===== src/rtl/fsr64_pkg.sv =====
package fsr64_pkg;

  localparam logic DIR_ENCODE = 1'b0;
  localparam logic DIR_DECODE = 1'b1;

  localparam int unsigned RES_DEPTH = 4;
  localparam int unsigned CNT_W     = $clog2(RES_DEPTH + 1);

  typedef struct packed {
    logic [7:0] data;
    logic       has_data;
    logic       last;
  } res_t;

  // 6-bit value to alphabet character: '-', '.', digits, upper, lower
  function automatic logic [7:0] enc_char(input logic [5:0] v);
    logic [7:0] w;
    logic [7:0] c;
    w = {2'b00, v};
    if (v < 6'd2) begin
      c = 8'h2D + w;
    end else if (v < 6'd12) begin
      c = 8'h30 + (w - 8'd2);
    end else if (v < 6'd38) begin
      c = 8'h41 + (w - 8'd12);
    end else begin
      c = 8'h61 + (w - 8'd38);
    end
    return c;
  endfunction

  // character to 6-bit value, anything outside the alphabet gives 0
  function automatic logic [5:0] dec_value(input logic [7:0] c);
    logic [7:0] w;
    w = 8'h00;
    if (c == 8'h2D) begin
      w = 8'd0;
    end else if (c == 8'h2E) begin
      w = 8'd1;
    end else if (c >= 8'h30 && c <= 8'h39) begin
      w = c - 8'h30 + 8'd2;
    end else if (c >= 8'h41 && c <= 8'h5A) begin
      w = c - 8'h41 + 8'd12;
    end else if (c >= 8'h61 && c <= 8'h7A) begin
      w = c - 8'h61 + 8'd38;
    end
    return w[5:0];
  endfunction

endpackage


===== src/rtl/filename_safe_radix64_codec_unit.sv =====
// channel   | dir | signals                                   | content
// s_axis    | in  | tvalid tready tdata[7:0] tlast            | name byte / character
// m_axis    | out | tvalid tready tdata[7:0] tuser[0] tlast   | character / byte, has_data
// cfg       | in  | cfg_wr_en cfg_wr_data                     | direction
//
// an accepted beat is worked out in the same cycle into a four-entry result register
// that shifts one result out per output beat; input is taken when no result waits or
// the one that waits leaves in the same cycle
// decode: one character per cycle while the output is not stalled; encode: a full group of three
// bytes gives four output beats, the fourth overlapping the next byte
// rst is synchronous and clears all state but the result entries; a stalled output blocks input
module filename_safe_radix64_codec_unit (
  input  logic       clk,
  input  logic       rst,
  input  logic       cfg_wr_en,
  input  logic       cfg_wr_data,      // direction
  input  logic       s_axis_tvalid,
  output logic       s_axis_tready,
  input  logic [7:0] s_axis_tdata,     // in_byte[7:0]
  input  logic       s_axis_tlast,     // in_last
  output logic       m_axis_tvalid,
  input  logic       m_axis_tready,
  output logic [7:0] m_axis_tdata,     // out_byte[7:0]
  output logic [0:0] m_axis_tuser,     // has_data[0]
  output logic       m_axis_tlast      // out_last
);

  logic                         direction;
  logic [1:0]                   phase;
  logic [15:0]                  held_bits;
  logic [fsr64_pkg::CNT_W-1:0]  rem;
  fsr64_pkg::res_t              ent [fsr64_pkg::RES_DEPTH];

  logic [1:0]                   phase_next;
  logic [15:0]                  held_next;
  logic [fsr64_pkg::CNT_W-1:0]  n_res;
  fsr64_pkg::res_t              ent_new [fsr64_pkg::RES_DEPTH];

  logic s_fire;
  logic m_fire;

  assign m_fire        = m_axis_tvalid && m_axis_tready;
  assign s_axis_tready = (rem == '0) ||
                         ((rem == fsr64_pkg::CNT_W'(1)) && m_axis_tready);
  assign s_fire        = s_axis_tvalid && s_axis_tready;

  assign m_axis_tvalid = (rem != '0);
  assign m_axis_tdata  = ent[0].data;
  assign m_axis_tuser  = ent[0].has_data;
  assign m_axis_tlast  = ent[0].last;

  always_comb begin
    logic [7:0] b0, b1, b2;
    logic [1:0] cnt;
    logic [5:0] v;
    logic [7:0] dbyte;
    logic       dhas;
    phase_next = phase;
    held_next  = held_bits;
    n_res      = '0;
    for (int i = 0; i < fsr64_pkg::RES_DEPTH; i++) begin
      ent_new[i] = '0;
    end
    b0 = s_axis_tdata;
    b1 = 8'h00;
    b2 = 8'h00;
    cnt = 2'd1;
    v = fsr64_pkg::dec_value(s_axis_tdata);
    dbyte = 8'h00;
    dhas = 1'b1;
    if (direction == fsr64_pkg::DIR_ENCODE) begin
      case (phase)
        2'd1: begin
          b0 = held_bits[7:0];
          b1 = s_axis_tdata;
          cnt = 2'd2;
        end
        2'd2: begin
          b0 = held_bits[15:8];
          b1 = held_bits[7:0];
          b2 = s_axis_tdata;
          cnt = 2'd3;
        end
        default: begin
          cnt = 2'd1;
        end
      endcase
      if (cnt != 2'd3 && !s_axis_tlast) begin
        held_next  = (cnt == 2'd1) ? {8'h00, b0} : {b0, b1};
        phase_next = cnt;
      end else begin
        ent_new[0] = '{fsr64_pkg::enc_char(b0[7:2]), 1'b1, 1'b0};
        ent_new[1] = '{fsr64_pkg::enc_char({b0[1:0], b1[7:4]}), 1'b1, 1'b0};
        ent_new[2] = '{fsr64_pkg::enc_char({b1[3:0], b2[7:6]}), 1'b1, 1'b0};
        ent_new[3] = '{fsr64_pkg::enc_char(b2[5:0]), 1'b1, s_axis_tlast};
        n_res      = fsr64_pkg::CNT_W'(4);
        phase_next = 2'd0;
        held_next  = '0;
      end
    end else begin
      case (phase)
        2'd0: begin
          held_next = {8'h00, v, 2'b00};
          dhas = 1'b0;
        end
        2'd1: begin
          dbyte = held_bits[7:0] | {6'b0, v[5:4]};
          held_next = {8'h00, v[3:0], 4'h0};
        end
        2'd2: begin
          dbyte = held_bits[7:0] | {4'b0, v[5:2]};
          held_next = {8'h00, v[1:0], 6'b0};
        end
        default: begin
          dbyte = held_bits[7:0] | {2'b0, v};
          held_next = '0;
        end
      endcase
      phase_next = phase + 2'd1;
      ent_new[0] = '{dbyte, dhas, s_axis_tlast};
      // without last and without a full byte nothing goes out
      n_res = (dhas || s_axis_tlast) ? fsr64_pkg::CNT_W'(1) : '0;
      if (s_axis_tlast) begin
        phase_next = 2'd0;
        held_next  = '0;
      end
    end
  end

  always_ff @(posedge clk) begin
    if (rst) begin
      direction <= fsr64_pkg::DIR_ENCODE;
      phase     <= 2'd0;
      held_bits <= '0;
      rem       <= '0;
    end else begin
      if (cfg_wr_en) begin
        direction <= cfg_wr_data;
        phase     <= 2'd0;
        held_bits <= '0;
      end else if (s_fire) begin
        phase     <= phase_next;
        held_bits <= held_next;
      end
      if (s_fire) begin
        rem <= n_res;
      end else if (m_fire) begin
        rem <= rem - fsr64_pkg::CNT_W'(1);
      end
    end
  end

  always_ff @(posedge clk) begin
    if (s_fire) begin
      for (int i = 0; i < fsr64_pkg::RES_DEPTH; i++) begin
        ent[i] <= ent_new[i];
      end
    end else if (m_fire) begin
      for (int i = 0; i < fsr64_pkg::RES_DEPTH - 1; i++) begin
        ent[i] <= ent[i + 1];
      end
    end
  end

`ifndef NO_ASSERTIONS
  a_enc_group: assert property (@(posedge clk) disable iff (rst)
    s_fire && !cfg_wr_en && direction == fsr64_pkg::DIR_ENCODE && s_axis_tlast
    |=> rem == fsr64_pkg::CNT_W'(4))
    else $error("final encode beat did not load four results");

  a_dec_single: assert property (@(posedge clk) disable iff (rst)
    s_fire && direction == fsr64_pkg::DIR_DECODE && s_axis_tlast
    |=> rem == fsr64_pkg::CNT_W'(1))
    else $error("final decode beat did not give exactly one result");

  a_last_is_tail: assert property (@(posedge clk) disable iff (rst)
    m_axis_tvalid && m_axis_tlast |-> rem == fsr64_pkg::CNT_W'(1))
    else $error("last result is not the final entry");

  a_state_cleared: assert property (@(posedge clk) disable iff (rst)
    m_axis_tvalid && m_axis_tlast |-> phase == 2'd0 && held_bits == '0)
    else $error("state not cleared while last result waits");
`endif

endmodule


===== config.mk =====
export PLATFORM = sky130hd
export DESIGN_NAME = filename_safe_radix64_codec_unit
export DESIGN_NICKNAME = d
export VERILOG_FILES = /design/src/rtl/fsr64_pkg.sv /design/src/rtl/filename_safe_radix64_codec_unit.sv
export SDC_FILE = /design/constraint.sdc
export NUM_CORES = 1
export LEC_CHECK = 0
export ABC_CLOCK_PERIOD_IN_PS = 3600
export CORE_MARGIN = 4
export CORE_UTILIZATION = 60
export CTS_CLUSTER_SIZE = 40
export DETAILED_ROUTE_END_ITERATION = 6
export DONT_BUFFER_PORTS = 1
export PLACE_DENSITY = 0.74
export SLEW_MARGIN = 25
export SYNTH_ARGS = -nofsm -noshare
export SYNTH_HDL_FRONTEND = slang
export SYNTH_SLANG_ARGS = --single-unit

===== constraint.sdc =====
create_clock -name clk -period 3.6 [get_ports clk]
set_clock_uncertainty 0.05 [all_clocks]
set_input_delay 0.18 -clock clk [delete_from_list [all_inputs] [get_ports clk]]
set_output_delay 0.18 -clock clk [all_outputs]
set_load 0.02 [all_outputs]

# Word level (Yosys, flattened, before mapping)
# Memory sizes are Yosys's and may differ from the RTL's.
# Cells that the tools add are included.
[totals]
regBits = 22
latchBits = 0
mem_bits_rw = 40
rom_bits = 0
input_bits = 15
out_inout_bits = 12
word_cells = 139
n_memories = 1
[mem_list]
columns = ["name", "depth", "width", "read_ports", "rd_clocked_by_memory_dff", "wr", "line", "text"]
rows = [
  ["ent", 4, 10, 4, 0, 4, "filename_safe_radix64_codec_unit.sv:32", "fsr64_pkg::res_t ent [fsr64_pkg::RES_DEPTH];"],
]
[op_classes]
n_addsub = 36
multipliers = 0
n_div = 0
magnitude_cmp = 18
n_eq_ne = 7
shift = 0
n_mux = 52
n_bitwise = 6
n_reduce_logical = 15
[op_table]
columns = ["op", "n"]
rows = [
  ["$mux W8", 16],
  ["$add A7 B8 Y8 const A", 8],
  ["$mux W16", 4],
  ["$pmux W8 S3", 2],
  ["$mux W10", 4],
  ["$mux W40", 1],
  ["$add A7 B7 Y8 const A", 4],
  ["$pmux W8 S2", 2],
  ["$mux W30", 1],
  ["$mux W6", 5],
  ["$add A6 B6 Y7 const A", 4],
  ["$sub A6 B2 Y7 const B", 4],
  ["$sub A6 B4 Y7 const B", 4],
  ["$sub A6 B6 Y7 const B", 4],
  ["$lt A6 B2 Y1 const B", 4],
  ["$lt A6 B4 Y1 const B", 4],
  ["$lt A6 B6 Y1 const B", 4],
  ["$eq A8 B6 Y1 const B", 2],
  ["$ge A8 B7 Y1 const B", 2],
  ["$le A8 B7 Y1 const B", 2],
  ["$mux W3", 4],
  ["$sub A6 B6 Y6 const B", 2],
  ["$ge A8 B6 Y1 const B", 1],
  ["$le A8 B6 Y1 const B", 1],
  ["25 further kinds", 45],
]

# Longest topological paths before layout
# Gate-level depths: netlist of the first run.
[depth]
ltp_word = 11
mapped_depth = 15
depth_no_buf = 13

# Worst setup path after synthesis of the first run
# No wires, ideal clock.
[synth_path]
path_type = "register to register"
startpoint = "register phase[0]"
endpoint = "memory ent[2][7] (netlist bit), data pin"
setup_time_ps = 257
arrival_ps = 2948
t_required_ps = 3293
path_slack_ps = 345
path_stages_with_launch = 15
period_less_slack_ps = 3255
path_cell_list = "dfxtp_1 inv_1 ha_1 buf_4 buf_2 buf_2 buf_2 nand2_1 inv_1 ha_1 clkbuf_1 o31ai_1 nor4_2 a211oi_1 a32o_1"
[synth_rtl]
columns = ["item", "line", "text"]
rows = [
  ["from (decl)", "filename_safe_radix64_codec_unit.sv:29", "logic [1:0] phase;"],
  ["from (signal assigned)", "filename_safe_radix64_codec_unit.sv:142", "phase <= phase_next;"],
  ["to (decl)", "filename_safe_radix64_codec_unit.sv:32", ""],
]

==> results of run 1 <==
## power by group through the flow
stage	combinational (uW)	clock, uW	sequential (uW)
3_3_place_gp	1400	0	1330
3_5_place_dp	1420	0	1340
6_report	1470	667	1320
5_1_grt	1590	711	1330
4_1_cts	1430	666	1320
2_1_floorplan	1060	0	1260
## metal layers
metal	global-route usage (%)	vias up	wire [um]
met5	0	-	0
met4	15.17	0	1006
met1	41.83	3050	8124
li1	-	3031	-
met2	50.84	431	9121
met3	6.522	85	2019
## repair_timing
| action | 4_1_cts | 5_1_grt |
|---|---|---|
| setup buffers | 0 | 0 |
| endpoints found under the setup margin | 0 | 6 |
| gates resized for setup | 0 | 3 |
| hold buffers | 3 | 1 |
| hold endpoints to repair | 4 | 1 |
## cell families after synthesis
family          share of synthesized area, %
fa+ha+maj                              10.83
compound gates                         31.56
xor+xnor                               5.415
simple gates                           19.20
flops                                  25.37
mux                                    1.470
buf+inv                                6.150
## cell usage in the layout (no fill, tap or decap), types with 7 or more instances in the layout
cell type   n
a22oi_1     7
dfxtp_1    22
nor3_1     15
and3_1     10
nor2_1     61
edfxtp_1   40
o21ai_0    41
buf_4      24
o31ai_1     8
nand3_1    35
nor2b_1     7
and2_1      8
a211oi_1   16
nand2_1    95
clkbuf_8    9
a21oi_1    66
inv_1      34
a22o_1     15
ha_1       56
o211ai_1   15
xnor2_1    34
a31oi_1    18
nand2b_1    8
## worst reg2reg max path: cells and delay by family, from the launching register on
kind	cells	cell delay, ns
AO/OA/AOI/OAI	5	0.92
buffers and inverters	4	0.64
adder cells (fa/ha/maj)	2	0.58
AND/OR/NAND/NOR	2	0.51
flip-flops	1	0.43
## per-stage QoR
stage	util [%]	hold WS [ns]	power (uW)	instance area, sq um	worst slack, ns
after CTS	65.74	0.004470	3420	6848	0.2059
after detailed placement	63.48	0.2064	2758	6613	0.2149
after global routing	65.90	0.009985	3636	6864	0.02047
after floorplan	-	0.2024	2323	6470	0.3447
after global placement	63.48	0.2057	2729	6613	0.2664
final	65.90	0.005029	3453	6864	0.2200
## synth_stat cells (8+ instances only)
master / n
o211ai_1: 15
clkbuf_1: 19
o21ai_0: 41
buf_2: 21
o31ai_1: 8
a22o_1: 15
a21oi_1: 67
nand2b_1: 8
xnor2_1: 34
a211oi_1: 16
a31oi_1: 18
and3_1: 10
dfxtp_1: 22
nor2_1: 61
ha_1: 56
edfxtp_1: 40
inv_1: 34
nand2_1: 96
nor3_1: 15
nand3_1: 35
## final timing paths
kind | from | end | slack, ns | cells past startpoint
worst max register to register | phase[0] | ent[0][7] | 0.22 | 13
worst max-delay path | phase[0] | ent[0][7] | 0.22 | 13
worst min register to register | held_bits[12] | held_bits[12] | 0.41 | 2
worst min-delay path | s_axis_tlast | ent[0][0] | 0.005 | 2
## state kept, by name, indices dropped and copies added (netlist names)
name / flops
ent: 40
phase: 2
held_bits: 16
direction: 1
rem: 3
## cell type report
cell class | instances | area share [%]
clock buffer | 11 | 1.914
clock inverter | 5 | 1.075
inverter | 40 | 2.187
multi-input combinational | 659 | 64.64
sequential | 62 | 23.92
tap | 136 | 2.479
timing repair buffer | 30 | 3.791
==> results.json, run 1 <==
{
  "outcome": "completed",
  "worstMarginPinSlew_ns": 0.9891,
  "synth-edff-count": 40,
  "clk_latency_ns": 0.36,
  "p_clk_share_pct": 19.3,
  "viasPerCell": 6.996,
  "drt_iter0_markers": 845,
  "maxSlewHeadroom_pct": 33.36,
  "power_density_mw_per_mm2": 503.1,
  "yosysTopAreaCell": "edfxtp_1",
  "firstDrtPassIters": 7,
  "finalNonFillerCells": 943,
  "power.share.combinational_pct": 42.5,
  "cp_top_family": "compound AO/OA/AOI/OAI gates",
  "initial_core_util_pct": 62.11,
  "slowest_stage": "dfxtp_1",
  "cts.clk_slew.worst_paths_ns": 0.07,
  "sw_frac_of_total_pct": 42.23,
  "power.internal_uw": 1995,
  "filler_cell_count": 899,
  "setup_tns_ns": 0,
  "slew_viol_final": 0,
  "cts_tree": "done",
  "port_buffers": 0,
  "crit_chain": "inv_1 > ha_1 > buf_12 > buf_4 > nand2_1 > a31o_2 > inv_2 > nor3_2 > a21oi_1 > ha_1 > a41oi_1 > a222oi_1 > o21ai_1",
  "dpl.hpwl_um": 15040,
  "synth_cells": 810,
  "via_count": 6597,
  "post_drt_wl_per_cell_um": 21.50,
  "hold_viol_final": 0,
  "multiInputGateArea_sq_mm": 0.004437,
  "worstPathRequired_ns": 3.64,
  "hold_path_class": "primary input to register",
  "seqPwrFrac_pct": 38.1,
  "ys_types": 89,
  "antenna_found_initial": 0,
  "grt_max_degree": 34,
  "core_area_sq_mm": 0.01042,
  "crit_fanout": 28,
  "die_h_um": 111.8,
  "cts-root-buf": "clkbuf_8",
  "fp.dieW_um": 111.8,
  "routed_wl_um": 20270,
  "power_leakage_uw": 0.002625,
  "gr-usage-all-layers_pct": 32.05,
  "crit_path_end_kind": "register",
  "nets": 873,
  "critPathKind": "register to register",
  "io_pins": 27,
  "p_switching_uw": 1458,
  "clock_sinks": 62,
  "crit_buf_inv": 4,
  "grt_pass1_wl_um": 32490,
  "crit_path_max_incr_delay_ns": 0.43,
  "ys_ff_latch": 62,
  "placedCellCount": 923,
  "finalSetupViolations": 0,
  "startpoint_type": "register",
  "rsz0062_at_grt": "false",
  "drc": 0,
  "synthFlopType": "edfxtp_1",
  "clk_path_buf_depth": 2,
  "period_share_pct": 93.89,
  "max_freq_mhz": 295.9,
  "syn_avg_cell_area_sq_um": 7.988,
  "drive_above_1_share_pct": 9.294,
  "syn_nets": 881,
  "cts_made_buffers": 9,
  "crit_top_cell": "ha_1",
  "row_count": 37,
  "synth_seq_area_share_pct": 25.37,
  "place.gp.congestion": 1.009,
  "ys_top_cells_by_area": "edfxtp_1 19%, ha_1 11%, dfxtp_1 6.8%",
  "maxCapViolCount": 0,
  "grt_pass1_vias": 6175,
  "cp_data_arrival_time_ns": 3.42,
  "regArea_sq_mm": 0.001642,
  "synth-async-reset-ratio_pct": 0,
  "diodes": 0,
  "dieArea_sq_mm": 0.01251,
  "ant_nets": 0,
  "ys_warn_count": 0,
  "synth_area_sq_mm": 0.006470,
  "ir_drop_v": 0.0005397,
  "htree_levels": 3,
  "overflow": 0,
  "fin_crit_ns": 3.380,
  "area_delta_synth_final_pct": 6.092,
  "synth_top_area_share_pct": 18.57
}
Note: power is estimated with default switching activity, not from simulation.
==> inputs of run 2 (changes only) <==
--- a/constraint.sdc
+++ b/constraint.sdc
@@ -4,2 +4,2 @@
 set_output_delay 0.18 -clock clk [all_outputs]
-set_load 0.02 [all_outputs]
+set_load 0.005 [all_outputs]
==> results.json, run 2 (synthesis results as in run 1) <==
{
  "slew_viol_final": 0,
  "core_area_sq_mm": 0.01042,
  "hold_depth": 2,
  "largestRegisters": "ent: 40 flops, held_bits: 16 flops, rem: 3 flops",
  "ir_drop_v": 0.0004508,
  "initial_core_util_pct": 62.11,
  "worstMarginPinSlew_ns": 0.9295,
  "seqPwrFrac_pct": 38.0,
  "drc": 0,
  "outcome": "completed",
  "row_count": 37,
  "post_cts_buffers": 0,
  "worstPathRequired_ns": 3.62,
  "grt_max_degree": 34,
  "drive_above_1_share_pct": 9.418,
  "overflow": 0,
  "power_density_mw_per_mm2": 479.8,
  "dr_wl_met2_um": 9057,
  "fp.dieW_um": 111.8,
  "final_cell_mix": "95 x nand2_1, 66 x a21oi_1, 61 x nor2_1",
  "diodes": 0,
  "wl_met1_um": 7985,
  "clock_sinks": 62,
  "antenna_found_initial": 0,
  "crit_fanout": 16,
  "cp_data_arrival_time_ns": 3.46,
  "maxSlewHeadroom_pct": 37.38,
  "clk_path_buf_depth": 2,
  "p_clk_share_pct": 18.1,
  "r2r_cells": 13,
  "fin_crit_ns": 3.439,
  "power.internal_uw": 1918,
  "total_power_uw": 3283,
  "place.gp.congestion": 1.018,
  "nets": 873,
  "crit_path_end_kind": "register",
  "sw_frac_of_total_pct": 41.56,
  "dieArea_sq_mm": 0.01251,
  "post_drt_wl_per_cell_um": 21.29,
  "via_count": 6587,
  "ant_nets": 0,
  "power.share.combinational_pct": 43.9,
  "max_freq_mhz": 290.8,
  "cts.clk_slew.worst_paths_ns": 0.07,
  "place_area_sq_mm": 0.006613,
  "multiInputGateArea_sq_mm": 0.004437,
  "largest_register_ff_count": 40,
  "gr-usage-all-layers_pct": 31.54,
  "hold_path_class": "primary input to register",
  "layout_commonest_cell": "nand2_1",
  "clk_latency_ns": 0.34,
  "cts_made_buffers": 9,
  "maxCapViolCount": 0,
  "filler_cell_count": 918,
  "port_buffers": 0,
  "max_flop_register": "ent",
  "drt_iter0_markers": 781,
  "period_share_pct": 95.52,
  "cts_tree": "done",
  "cts-root-buf": "clkbuf_8",
  "hold_viol_final": 0,
  "setup_tns_ns": 0,
  "io_pins": 27,
  "critPathKind": "register to register",
  "area_delta_synth_final_pct": 5.763,
  "rsz0062_at_grt": "true",
  "final_area_sq_mm": 0.006843,
  "htree_levels": 3,
  "grt_pass1_wl_um": 31800,
  "power_leakage_uw": 0.002613,
  "top_layer_used": "met4",
  "viasPerCell": 6.985,
  "regArea_sq_mm": 0.001642,
  "startpoint_type": "register",
  "routed_wl_um": 20080,
  "wl_met3_um": 1930,
  "grt_pass1_vias": 6056,
  "final_core_util_pct": 65.69,
  "die_h_um": 111.8,
  "firstDrtPassIters": 6,
  "p_switching_uw": 1364,
  "dpl.hpwl_um": 14830,
  "finalSetupViolations": 0
}
-- run 2: cell types whose count changed in the layout (fill, tap and decap cells not counted), sizes merged --
| cell | delta |
|---|---|
| clkinv | +1 |
| bufinv | -1 |
| clkinvlp | +1 |
| clkbuf | -1 |
-- run 2: path summary, 6_finish.rpt --
kind | slack [ns] | to | startpoint
max | 0.16 | ent[0][4] | phase[1]
min | 0.01 | ent[0][0] | s_axis_tlast
max reg2reg | 0.16 | ent[0][4] | phase[1]
min reg2reg | 0.42 | held_bits[8] | held_bits[8]
-- run 2: repair_timing --
action                     CTS  global route
resized for setup            0             3
setup endpoints to repair    0             5
hold buffers                 4             0
hold endpoints to repair     5             0
-- run 2: area by class of cell --
| type | instances | area share, % |
|---|---|---|
| well taps | 136 | 2.487 |
| repair buffers | 30 | 3.803 |
| clock buffers | 10 | 1.865 |
| flip-flops and latches | 62 | 23.99 |
| multi-input cells | 659 | 64.84 |
| inverters | 40 | 2.249 |
| clock inverters | 6 | 0.7680 |
-- run 2: layer usage --
metal,vias up,global-route usage (%)
li1,3026,-
met4,0,13.95
met5,-,0
met1,3054,41.03
met3,93,6.576
met2,414,50.56
-- run 2: power groups by stage --
stage | registers [uW] | clock network [uW] | logic (uW)
5_1_grt | 1270 | 635 | 1570
6_report | 1250 | 593 | 1440
3_5_place_dp | 1270 | 0 | 1400
3_3_place_gp | 1260 | 0 | 1380
2_1_floorplan | 1190 | 0 | 1040
4_1_cts | 1250 | 595 | 1410
-- run 2: through the flow --
step	hold WS (ns)	instances	worst slack [ns]
global route	0.01135	943	-0.01542
detailed placement	0.2052	923	0.2514
global placement	0.2057	923	0.2685
finish	0.01021	943	0.1612
floorplan	0.2024	810	0.3447
CTS	0.005207	943	0.2301
-- run 2: critical path, stage by stage (launching register included) --
cell and delay (ns):
dfxtp_1 0.40, inv_1 0.11, ha_1 0.28, buf_4 0.18, buf_4 0.19, a22oi_2 0.28
o21ai_2 0.16, ha_1 0.24, a31oi_1 0.18, o21ai_0 0.25, o21ai_2 0.35, mux2i_1 0.23
a211o_1 0.15, o211ai_1 0.11
==> inputs of run 3 (changes only) <==
ABC_CLOCK_PERIOD_IN_PS = 4410   (was 3600)
clock period = 4.41 ns   (was 3.6 ns; I/O delays follow)
==> results.json, run 3 (synthesis results as in run 1) <==
{
  "initial_core_util_pct": 62.11,
  "nets": 858,
  "grt_pass1_wl_um": 31640,
  "power_leakage_uw": 0.002548,
  "cts_made_buffers": 9,
  "area_delta_synth_final_pct": 4.100,
  "rsz0062_at_grt": "false",
  "ant_nets": 0,
  "port_buffers": 0,
  "maxSlewHeadroom_pct": 40.08,
  "largest_register_ff_count": 40,
  "diodes": 0,
  "overflow": 0,
  "power_density_mw_per_mm2": 404.1,
  "worst_slack_ns": 0.5186,
  "dp_slack_ns": 0.6654,
  "cts-root-buf": "clkbuf_8",
  "filler_cell_count": 916,
  "hold_viol_final": 0,
  "routed_wl_um": 19850,
  "grt_pass1_vias": 6077,
  "setup_tns_ns": 0,
  "dpl.hpwl_um": 14480,
  "viasPerCell": 6.973,
  "core_area_sq_mm": 0.01042,
  "final_cell_mix": "96 x nand2_1, 67 x a21oi_1, 61 x nor2_1",
  "post_cts_buffers": 0,
  "htree_levels": 3,
  "finalSetupViolations": 0,
  "max_flop_register": "ent",
  "max_freq_mhz": 257.0,
  "cp_data_arrival_time_ns": 3.94,
  "crit_fanout": 20,
  "post_drt_wl_per_cell_um": 21.39,
  "outcome": "completed",
  "clk_path_buf_depth": 2,
  "via_count": 6471,
  "layout_commonest_cell": "nand2_1",
  "dieArea_sq_mm": 0.01251,
  "startpoint_type": "register",
  "worstMarginPinSlew_ns": 0.8954,
  "fp.dieW_um": 111.8,
  "cts_tree": "done",
  "ir_drop_v": 0.0003862,
  "drt_iter0_markers": 812,
  "gr-usage-all-layers_pct": 31.09,
  "die_h_um": 111.8,
  "ctsHoldBuffers": 3,
  "maxCapViolCount": 0,
  "hold_path_class": "primary input to register",
  "antenna_found_initial": 0,
  "drive_above_1_share_pct": 7.828,
  "critPathKind": "register to register",
  "cts.clk_slew.worst_paths_ns": 0.09,
  "cts_resized": 0,
  "drc": 0,
  "clock_sinks": 62,
  "largestRegisters": "ent: 40 flops, held_bits: 16 flops, rem: 3 flops",
  "slew_viol_final": 0,
  "worstPathRequired_ns": 4.46,
  "period_share_pct": 88.24,
  "crit_path_end_kind": "register",
  "grt_max_degree": 38,
  "firstDrtPassIters": 6,
  "fin_crit_ns": 3.891,
  "row_count": 37,
  "io_pins": 27,
  "place.gp.congestion": 0.9991,
  "clk_latency_ns": 0.35
}
## run 3: where the power goes
part / switching (uW) / internal, uW
clock: 250 / 332
combinational: 753 / 378
sequential: 109 / 900
total: 1110 / 1610
## run 3: final timing paths
kind                              startpoint      endpoint  slack [ns]  depth (start not counted)
worst max-delay path                phase[1]     ent[0][7]        0.52                         11
worst min-delay path            s_axis_tlast     ent[3][0]        0.03                          1
worst max register to register      phase[1]     ent[0][7]        0.52                         11
worst min register to register  held_bits[8]  held_bits[8]        0.42                          2
## run 3: metrics by stage
stage	power, uW	hold slack (ns)	util, %	instances	instance area, sq um
after global routing	2873	0.04006	64.66	928	6735
after detailed placement	2123	0.2465	62.23	909	6482
after floorplan	1820	0.2429	-	810	6470
after global placement	2098	0.2458	62.23	909	6482
after CTS	2697	0.02676	64.66	928	6735
final	2722	0.03216	64.66	928	6735
## run 3: area by class of cell
cell class	instances	area [sq um]	area share, %
clock buffer	10	137.6	2.043
clock inverter	6	85.08	1.263
inverter	40	150.1	2.229
multi-input combinational	659	4431	65.78
sequential	62	1642	24.37
tap	136	170.2	2.526
timing repair buffer	15	120.1	1.783
## run 3: critical path, cell delays in order, from the launching register on
cell and delay (ns):
dfxtp_1 0.39, inv_1 0.10, ha_1 0.45, a22oi_1 0.32, a21o_1 0.45, clkinv_1 0.37
nor3_2 0.53, a21oi_1 0.16, ha_1 0.32, a41oi_1 0.12, a222oi_1 0.26, o21ai_1 0.13
## run 3: metal layers
metal	wire (um)	track usage [%]	share of wire [%]
met5	0	0	0
met2	8962	48.88	45
met4	844	14.27	4.3
met1	8020	41.40	40
met3	2025	5.924	10
